### config.mk
export PLATFORM = sky130hd
export DESIGN_NAME = reversible_deque_buffer_flat
export DESIGN_NICKNAME = d
export VERILOG_FILES = /design/src/rdb_pkg.sv /design/src/rdb_if.sv /design/src/reversible_deque_buffer.sv /design/src/rdb_ram.sv /design/src/rdb_front.sv /design/src/rdb_back.sv /design/src/flat_wrapper.sv
export SDC_FILE = /design/constraint.sdc
export NUM_CORES = 1
export LEC_CHECK = 0
export BUFFER_PORTS_ARGS = -buffer_cell sky130_fd_sc_hd__buf_2
export CORE_UTILIZATION = 35
export CTS_CLUSTER_SIZE = 16
export DETAILED_ROUTE_END_ITERATION = 12
export MAX_ROUTING_LAYER = met4
export PLACE_DENSITY = 0.57
export SYNTH_ARGS = -nofsm -noshare
export SYNTH_HDL_FRONTEND = slang
export SYNTH_SLANG_ARGS = --single-unit
### constraint.sdc
create_clock -name clk_i -period 6.62 [get_ports clk_i]
set_input_delay 0.662 -clock clk_i [delete_from_list [all_inputs] [get_ports clk_i]]
set_output_delay 0.662 -clock clk_i [all_outputs]
set_load 0.005 [all_outputs]
### src/rdb_pkg.sv
// rdb_pkg: shared sizes, command and status codes, and the command word type
// used between the front and back parts of reversible_deque_buffer
// no dependencies
package rdb_pkg;

  localparam int DEPTH      = 64;
  localparam int DATA_WIDTH = 16;
  localparam int PTR_W      = (DEPTH > 1) ? $clog2(DEPTH) : 1;
  localparam int CNT_W      = $clog2(DEPTH + 1);
  localparam int MODE_W     = 2;
  localparam int VALUE_W    = 16;
  localparam int ELEM_W     = 16;
  localparam int STAT_W     = 2;
  localparam int QDEPTH     = 2;
  localparam int QPTR_W     = $clog2(QDEPTH);
  localparam int QCNT_W     = $clog2(QDEPTH + 1);

  typedef enum logic [MODE_W-1:0] {
    MODE_LOAD = 2'd0,
    MODE_REV  = 2'd1,
    MODE_DEL  = 2'd2,
    MODE_FIN  = 2'd3
  } mode_e;

  typedef enum logic [STAT_W-1:0] {
    ST_ELEM  = 2'd0,
    ST_EMPTY = 2'd1,
    ST_ERR   = 2'd2,
    ST_OVF   = 2'd3
  } status_e;

  typedef enum logic [1:0] {
    BK_RUN,
    BK_READ,
    BK_CAPT
  } back_state_e;

  typedef struct packed {
    mode_e                op;
    logic [VALUE_W-1:0]   value;
  } cmd_t;

  // circular index: head plus offset, both below DEPTH
  function automatic logic [PTR_W-1:0] phys(input logic [PTR_W-1:0] head,
                                            input logic [PTR_W-1:0] off);
    logic [PTR_W:0] sum;
    sum = {1'b0, head} + {1'b0, off};
    if (sum >= (PTR_W+1)'(DEPTH)) begin
      sum = sum - (PTR_W+1)'(DEPTH);
    end
    return sum[PTR_W-1:0];
  endfunction

endpackage

### src/rdb_if.sv
// rdb_in_if and rdb_out_if: valid/ready channels for command words and result words
// depends on rdb_pkg
interface rdb_in_if import rdb_pkg::*; ();
  logic               valid;
  logic               ready;
  logic [MODE_W-1:0]  mode;
  logic [VALUE_W-1:0] value;

  modport source (output valid, output mode, output value, input ready);
  modport sink   (input valid, input mode, input value, output ready);
endinterface

interface rdb_out_if import rdb_pkg::*; ();
  logic              valid;
  logic              ready;
  logic [ELEM_W-1:0] element;
  logic [STAT_W-1:0] status;
  logic              last;

  modport source (output valid, output element, output status, output last, input ready);
  modport sink   (input valid, input element, input status, input last, output ready);
endinterface

### src/reversible_deque_buffer.sv
// channel   dir  fields                        word
// in_i      in   mode[1:0], value[15:0]        one command
// out_o     out  element[15:0], status[1:0],   one result
//                last
//
// load, reverse and delete act in the back part's run state; the two-word
// command queue takes input while the back part is busy
// finish drains each element via read and capture states (store read port,
// registered read) or gives one status word; queued commands wait meanwhile
// a stalled output holds its word and the drain waits on it
// reset clears pointers, count and flags; the store needs no clearing
// top level: reversible_deque_buffer, built from rdb_front and rdb_back
// depends on rdb_pkg and rdb_if
module reversible_deque_buffer import rdb_pkg::*; (
  input  logic      clk_i,
  input  logic      rst_ni,
  rdb_in_if.sink    in_i,
  rdb_out_if.source out_o
);

  logic cmd_valid, cmd_ready;
  cmd_t cmd;

  rdb_front u_front (
    .clk_i       (clk_i),
    .rst_ni      (rst_ni),
    .in_i        (in_i),
    .cmd_valid_o (cmd_valid),
    .cmd_o       (cmd),
    .cmd_ready_i (cmd_ready)
  );

  rdb_back u_back (
    .clk_i       (clk_i),
    .rst_ni      (rst_ni),
    .cmd_valid_i (cmd_valid),
    .cmd_i       (cmd),
    .cmd_ready_o (cmd_ready),
    .out_o       (out_o)
  );

endmodule

### src/rdb_ram.sv
// rdb_ram: generic single write port, single read port ram with registered read
// no dependencies
module rdb_ram #(
  parameter int WIDTH = 16,
  parameter int DEPTH = 64
) (
  input  logic                     clk_i,
  input  logic                     we_i,
  input  logic [$clog2(DEPTH)-1:0] waddr_i,
  input  logic [WIDTH-1:0]         wdata_i,
  input  logic                     re_i,
  input  logic [$clog2(DEPTH)-1:0] raddr_i,
  output logic [WIDTH-1:0]         rdata_o
);

  logic [WIDTH-1:0] mem_q [DEPTH];
  logic [WIDTH-1:0] rdata_q;

  always_ff @(posedge clk_i) begin
    if (we_i) begin
      mem_q[waddr_i] <= wdata_i;
    end
    if (re_i) begin
      rdata_q <= mem_q[raddr_i];
    end
  end

  assign rdata_o = rdata_q;

endmodule

### src/rdb_front.sv
// rdb_front: takes command words, decodes the mode and queues them for the back part
// depends on rdb_pkg and rdb_in_if
module rdb_front import rdb_pkg::*; (
  input  logic     clk_i,
  input  logic     rst_ni,
  rdb_in_if.sink   in_i,
  output logic     cmd_valid_o,
  output cmd_t     cmd_o,
  input  logic     cmd_ready_i
);

  cmd_t              q_mem_q [QDEPTH];
  logic [QPTR_W-1:0] wr_q, wr_d, rd_q, rd_d;
  logic [QCNT_W-1:0] cnt_q, cnt_d;
  logic              push, pop;
  cmd_t              dec;

  always_comb begin
    dec.value = in_i.value;
    case (in_i.mode)
      MODE_LOAD: dec.op = MODE_LOAD;
      MODE_REV:  dec.op = MODE_REV;
      MODE_DEL:  dec.op = MODE_DEL;
      default:   dec.op = MODE_FIN;
    endcase
  end

  assign in_i.ready  = (cnt_q != QCNT_W'(QDEPTH));
  assign push        = in_i.valid && in_i.ready;
  assign cmd_valid_o = (cnt_q != '0);
  assign cmd_o       = q_mem_q[rd_q];
  assign pop         = cmd_valid_o && cmd_ready_i;

  always_comb begin
    wr_d  = wr_q;
    rd_d  = rd_q;
    cnt_d = cnt_q;
    if (push) begin
      wr_d = (wr_q == QPTR_W'(QDEPTH - 1)) ? '0 : wr_q + QPTR_W'(1);
    end
    if (pop) begin
      rd_d = (rd_q == QPTR_W'(QDEPTH - 1)) ? '0 : rd_q + QPTR_W'(1);
    end
    if (push && !pop) begin
      cnt_d = cnt_q + QCNT_W'(1);
    end else if (pop && !push) begin
      cnt_d = cnt_q - QCNT_W'(1);
    end
  end

  always_ff @(posedge clk_i or negedge rst_ni) begin
    if (!rst_ni) begin
      wr_q  <= '0;
      rd_q  <= '0;
      cnt_q <= '0;
    end else begin
      wr_q  <= wr_d;
      rd_q  <= rd_d;
      cnt_q <= cnt_d;
    end
  end

  always_ff @(posedge clk_i) begin
    if (push) begin
      q_mem_q[wr_q] <= dec;
    end
  end

endmodule

### src/rdb_back.sv
// rdb_back: executes queued commands on the circular store and drains it on finish
// depends on rdb_pkg, rdb_out_if and rdb_ram
module rdb_back import rdb_pkg::*; (
  input  logic      clk_i,
  input  logic      rst_ni,
  input  logic      cmd_valid_i,
  input  cmd_t      cmd_i,
  output logic      cmd_ready_o,
  rdb_out_if.source out_o
);

  back_state_e          state_q, state_d;
  logic [PTR_W-1:0]     head_q, head_d;
  logic [CNT_W-1:0]     cnt_q, cnt_d;
  logic                 rev_q, rev_d;
  logic                 err_q, err_d;
  logic                 ovf_q, ovf_d;
  logic [PTR_W-1:0]     idx_q, idx_d;
  logic                 out_valid_q;
  logic [ELEM_W-1:0]    out_elem_q, out_elem_d;
  status_e              out_stat_q, out_stat_d;
  logic                 out_last_q, out_last_d;
  logic                 out_load, out_free, is_last;
  logic [PTR_W-1:0]     pos;
  logic [CNT_W-1:0]     cnt_m1;
  logic                 we, re;
  logic [PTR_W-1:0]     waddr, raddr;
  logic [DATA_WIDTH-1:0] rdata;

  rdb_ram #(.WIDTH(DATA_WIDTH), .DEPTH(DEPTH)) u_store (
    .clk_i   (clk_i),
    .we_i    (we),
    .waddr_i (waddr),
    .wdata_i (DATA_WIDTH'(cmd_i.value)),
    .re_i    (re),
    .raddr_i (raddr),
    .rdata_o (rdata)
  );

  assign out_free = !out_valid_q || out_o.ready;
  assign cnt_m1   = cnt_q - CNT_W'(1);
  // logical position k maps to count-1-k while reversed
  assign pos      = rev_q ? cnt_m1[PTR_W-1:0] - idx_q : idx_q;
  assign is_last  = (CNT_W'(idx_q) + CNT_W'(1) == cnt_q);
  assign waddr    = phys(head_q, cnt_q[PTR_W-1:0]);
  assign raddr    = phys(head_q, pos);

  always_comb begin
    state_d     = state_q;
    head_d      = head_q;
    cnt_d       = cnt_q;
    rev_d       = rev_q;
    err_d       = err_q;
    ovf_d       = ovf_q;
    idx_d       = idx_q;
    cmd_ready_o = 1'b0;
    we          = 1'b0;
    re          = 1'b0;
    out_load    = 1'b0;
    out_elem_d  = '0;
    out_stat_d  = ST_ELEM;
    out_last_d  = 1'b0;
    case (state_q)
      BK_RUN: begin
        if (cmd_valid_i) begin
          case (cmd_i.op)
            MODE_LOAD: begin
              cmd_ready_o = 1'b1;
              if (cnt_q == CNT_W'(DEPTH)) begin
                ovf_d = 1'b1;
              end else begin
                we    = 1'b1;
                cnt_d = cnt_q + CNT_W'(1);
              end
            end
            MODE_REV: begin
              cmd_ready_o = 1'b1;
              rev_d       = !rev_q;
            end
            MODE_DEL: begin
              cmd_ready_o = 1'b1;
              if (cnt_q == '0) begin
                err_d = 1'b1;
              end else begin
                if (!rev_q) begin
                  head_d = phys(head_q, PTR_W'(1));
                end
                cnt_d = cnt_m1;
              end
            end
            default: begin
              if (err_q || ovf_q || cnt_q == '0) begin
                if (out_free) begin
                  cmd_ready_o = 1'b1;
                  out_load    = 1'b1;
                  out_last_d  = 1'b1;
                  out_stat_d  = err_q ? ST_ERR : (ovf_q ? ST_OVF : ST_EMPTY);
                  head_d      = '0;
                  cnt_d       = '0;
                  rev_d       = 1'b0;
                  err_d       = 1'b0;
                  ovf_d       = 1'b0;
                end
              end else begin
                cmd_ready_o = 1'b1;
                idx_d       = '0;
                state_d     = BK_READ;
              end
            end
          endcase
        end
      end
      BK_READ: begin
        re      = 1'b1;
        state_d = BK_CAPT;
      end
      BK_CAPT: begin
        // read data holds until the output register frees up
        if (out_free) begin
          out_load   = 1'b1;
          out_elem_d = ELEM_W'(rdata);
          out_last_d = is_last;
          if (is_last) begin
            head_d  = '0;
            cnt_d   = '0;
            rev_d   = 1'b0;
            err_d   = 1'b0;
            ovf_d   = 1'b0;
            state_d = BK_RUN;
          end else begin
            idx_d   = idx_q + PTR_W'(1);
            state_d = BK_READ;
          end
        end
      end
      default: begin
        state_d = BK_RUN;
      end
    endcase
  end

  always_ff @(posedge clk_i or negedge rst_ni) begin
    if (!rst_ni) begin
      state_q     <= BK_RUN;
      head_q      <= '0;
      cnt_q       <= '0;
      rev_q       <= 1'b0;
      err_q       <= 1'b0;
      ovf_q       <= 1'b0;
      idx_q       <= '0;
      out_valid_q <= 1'b0;
    end else begin
      state_q <= state_d;
      head_q  <= head_d;
      cnt_q   <= cnt_d;
      rev_q   <= rev_d;
      err_q   <= err_d;
      ovf_q   <= ovf_d;
      idx_q   <= idx_d;
      if (out_load) begin
        out_valid_q <= 1'b1;
      end else if (out_o.ready) begin
        out_valid_q <= 1'b0;
      end
    end
  end

  always_ff @(posedge clk_i) begin
    if (out_load) begin
      out_elem_q <= out_elem_d;
      out_stat_q <= out_stat_d;
      out_last_q <= out_last_d;
    end
  end

  assign out_o.valid   = out_valid_q;
  assign out_o.element = out_elem_q;
  assign out_o.status  = out_stat_q;
  assign out_o.last    = out_last_q;

endmodule

### src/flat_wrapper.sv
// flat-port wrapper written by rule: the top's interface ports become plain ports
module reversible_deque_buffer_flat import rdb_pkg::*;
  (clk_i, rst_ni, in_i_valid, in_i_mode, in_i_value, in_i_ready, out_o_valid, out_o_element, out_o_status, out_o_last, out_o_ready);
  rdb_in_if in_i_i ();
  rdb_out_if out_o_i ();
  input  logic clk_i;
  input  logic rst_ni;
  input wire logic [$bits(in_i_i.valid)-1:0] in_i_valid;
  input wire logic [$bits(in_i_i.mode)-1:0] in_i_mode;
  input wire logic [$bits(in_i_i.value)-1:0] in_i_value;
  output wire logic [$bits(in_i_i.ready)-1:0] in_i_ready;
  output wire logic [$bits(out_o_i.valid)-1:0] out_o_valid;
  output wire logic [$bits(out_o_i.element)-1:0] out_o_element;
  output wire logic [$bits(out_o_i.status)-1:0] out_o_status;
  output wire logic [$bits(out_o_i.last)-1:0] out_o_last;
  input wire logic [$bits(out_o_i.ready)-1:0] out_o_ready;
  assign in_i_i.valid = in_i_valid;
  assign in_i_i.mode = in_i_mode;
  assign in_i_i.value = in_i_value;
  assign in_i_ready = in_i_i.ready;
  assign out_o_valid = out_o_i.valid;
  assign out_o_element = out_o_i.element;
  assign out_o_status = out_o_i.status;
  assign out_o_last = out_o_i.last;
  assign out_o_i.ready = out_o_ready;
  reversible_deque_buffer u_core (.clk_i(clk_i), .rst_ni(rst_ni), .in_i(in_i_i), .out_o(out_o_i));
endmodule
==> reports/summary.txt <==
Commonest non-fill, non-tap cells in the layout - 1095 x edfxtp_1, 320 x mux4_2, 115 x clkbuf_16
Cts hold-fix bufs - 0
Synth cell types - 71
Sink Count - 1124
Setup_tns - 0 ns
Yosys Warn Count - 0
Skew final - 0.0363 ns
Root buffer cell - clkbuf_16
Syn_nets - 2061
Final net count - 2227
P per Cell Area - 568 nW/um2
I/O Buffers - 42
Area Growth Syn to Fin - 14.8%
Post-synth top area share - 0.740
Async SR Flop Fraction - 0.0258
Placed Instance Area - 47300 um2
Setup bufs post-CTS - 0
Row count - 130
Relative slew slack - 0.0935
Routed Antenna Nets - 0
Endpoint class of the critical path - flip-flop
Total gr overflow - 0
DRT iter0 DRCs - 2465
Slew of the pin with the lowest slew margin - 1.36 ns
CP Launch Type - flip-flop
Final Cell Area - 51000 um2
Tmin final - 5.63 ns
Vias in the first global route - 22000
Post-Syn Area - 44400 um2
RSZ-0062 raised after global routing - no
First-pass GRT wire length - 158 mm
Mapped Cells - 2011
Die Area - 128000 um2
CTS H-tree lvls - 3
Vias - 21200
Worst vdd ir - 566 uV
Core Region - 126000 um2
I/O pin cnt - 43
Fin. Hold Viols - 0
CTS resizes - 0
Hold crit path type - input pin to asynchronous set/reset pin
Max-slew violation count - 0
Placed wire-length estimate - 62.1 mm
Ys flop type - edfxtp_1
Area contributors post-synth - edfxtp_1 74%, mux4_2 16%, dfrtp_1 1.6%
Sequential-to-total area share from yosys stat - 0.756
R2R setup slack - 0.99 ns
Antenna violations before repair - 5
Drt via density - 5.42
Proportion of layout cells with a drive suffix above 1 - 0.310
First-pass DRT Iterations - 7
FMAX - 178 MHz
Worst-case reg-to-reg path depth - 13
Longest Clk Path Bufs - 3
Post-route clock period utilization - 0.850
Gr usage total - 0.176
Die width - 358 um
FF-to-FF End - u_core.u_back.u_store.rdata_o[4]
Status - finished clean
Wire per inst - 27.6 um
Critical path peak fanout - 15
Clk_lat worst skew - 0.69 ns
Total wire length - 108 mm
Chip Height - 358 um
Critical Path RT - 7.01 ns
Initial core utilization - 0.353
Largest net degree at the start of global routing - 65
Largest area contributor in the netlist - edfxtp_1
RePlAce Congestion - 0.830
Clock transition at the registers of the reported paths - 0.06 ns
Fill count - 10900
# setup viols final - 0
Max cap viols - 0
CTS Buf Count - 114
Most common cell after layout, fill and taps aside - edfxtp_1
Syn Area/Cell - 22.1 um2
Lkg Pwr - 16.2 nW
DRC - 0
Worst setup path class - flip-flop to flip-flop
Arr. time, crit path - 6.01 ns
TritonCTS clock tree - yes
Number of synthesized flops with an enable pin - 1095
Flops & latches, synth - 1124
RR Startpoint - u_core.u_back.cnt_q[1]
==> through the flow <==
stage | hold slack, ns | setup WS [ns] | power, mW | std cells | util
floorplan | 0.366 | 2.39 | 18.4 | 2011 | -
global placement | 0.476 | 0.946 | 22.8 | 3711 | 0.377
detailed placement | 0.490 | 0.896 | 23.0 | 3711 | 0.377
CTS | 0.0261 | 0.890 | 29.3 | 3920 | 0.406
global route | 0.0702 | 0.760 | 30.2 | 3921 | 0.406
finish | 0.0256 | 0.993 | 29.0 | 3921 | 0.406
==> cells in the mapped netlist, drive strengths merged (4+ instances only) <==
library cell  instances
o31ai                 8
nand2b                4
mux4                320
o21ai                32
nand2                49
o21a                  7
dfrtp                29
ha                   25
nand3                18
buf                  46
a21oi                13
and2                 17
inv                  18
mux2                 18
nor3                 13
clkbuf               51
xor2                 11
nor2                 96
mux2i                50
nor2b                 6
a21o                  5
edfxtp             1095
xnor2                20
and3                  4
==> power by group <==
part	switching [mW]	internal, mW
Sequential	0.261	9.11
Clock	2.64	3.67
Combinational	7.36	5.93
==> worst max path at each step <==
| stage | start | to | slack (ns) | cells after the start |
|---|---|---|---|---|
| floorplan | u_core.u_back.cnt_q[1] | u_core.u_back.u_store.rdata_o[1] | 2.39 | 17 |
| global placement | u_core.u_back.cnt_q[1] | u_core.u_back.u_store.rdata_o[4] | 0.95 | 13 |
| detailed placement | u_core.u_back.cnt_q[1] | u_core.u_back.u_store.rdata_o[4] | 0.90 | 13 |
| CTS | u_core.u_back.cnt_q[1] | u_core.u_back.u_store.rdata_o[4] | 0.89 | 13 |
| global route | u_core.u_back.cnt_q[1] | u_core.u_back.u_store.rdata_o[4] | 0.76 | 13 |
| finish | u_core.u_back.cnt_q[1] | u_core.u_back.u_store.rdata_o[4] | 0.99 | 13 |
==> critical path: stages (launching register included) <==
cell     delay, ns
dfrtp_1       0.55
inv_1         0.11
ha_1          0.33
inv_1         0.11
fa_1          0.42
nand2_1       0.07
o21ai_0       0.18
fa_4          0.52
xnor2_2       0.93
buf_4         0.53
buf_4         0.22
mux4_2        0.48
mux2i_1       0.67
mux2i_1       0.17
==> cell type report <==
type / instances / area [um2] / share of cell area
flip-flops and latches: 1124 / 33600 / 0.659
repair buffers: 147 / 1140 / 0.0223
multi-input cells: 772 / 10500 / 0.205
well taps: 1650 / 2060 / 0.0405
inverters: 18 / 67.6 / 0.00132
diodes: 1 / 2.50 / 0.0000490
clock inverters: 62 / 624 / 0.0122
clock buffers: 147 / 3050 / 0.0597
==> state kept, by name, indices dropped and copies added (netlist names), 2 cells and up <==
register	flops
u_core.u_back.u_store.mem_q	1024
u_core.u_front.q_mem_q	36
u_core.u_back.out_o.element	16
u_core.u_back.u_store.rdata_o	16
u_core.u_back.cnt_q	7
u_core.u_back.head_q	6
u_core.u_back.idx_q	6
u_core.u_back.out_o.status	2
u_core.u_back.state_q	2
u_core.u_front.cnt_q	2
==> cells by family after synthesis <==
family,count (synthesis),share of synthesized area
flops,1124,0.756
mux,388,0.178
simple gates,226,0.0242
buf+inv,115,0.0111
compound gates,99,0.0159
xor+xnor,31,0.00611
fa+ha+maj,28,0.00839
==> per-layer routing <==
metal	track usage	routed length, um	part of all wire	vias up
li1	-	-	-	8774
met1	0.239	46600	0.43	11600
met2	0.283	53600	0.49	780
met3	0.0235	6250	0.058	126
met4	0.0426	1900	0.018	0
met5	-	0	0	-
(Power assumes the default switching activity.)
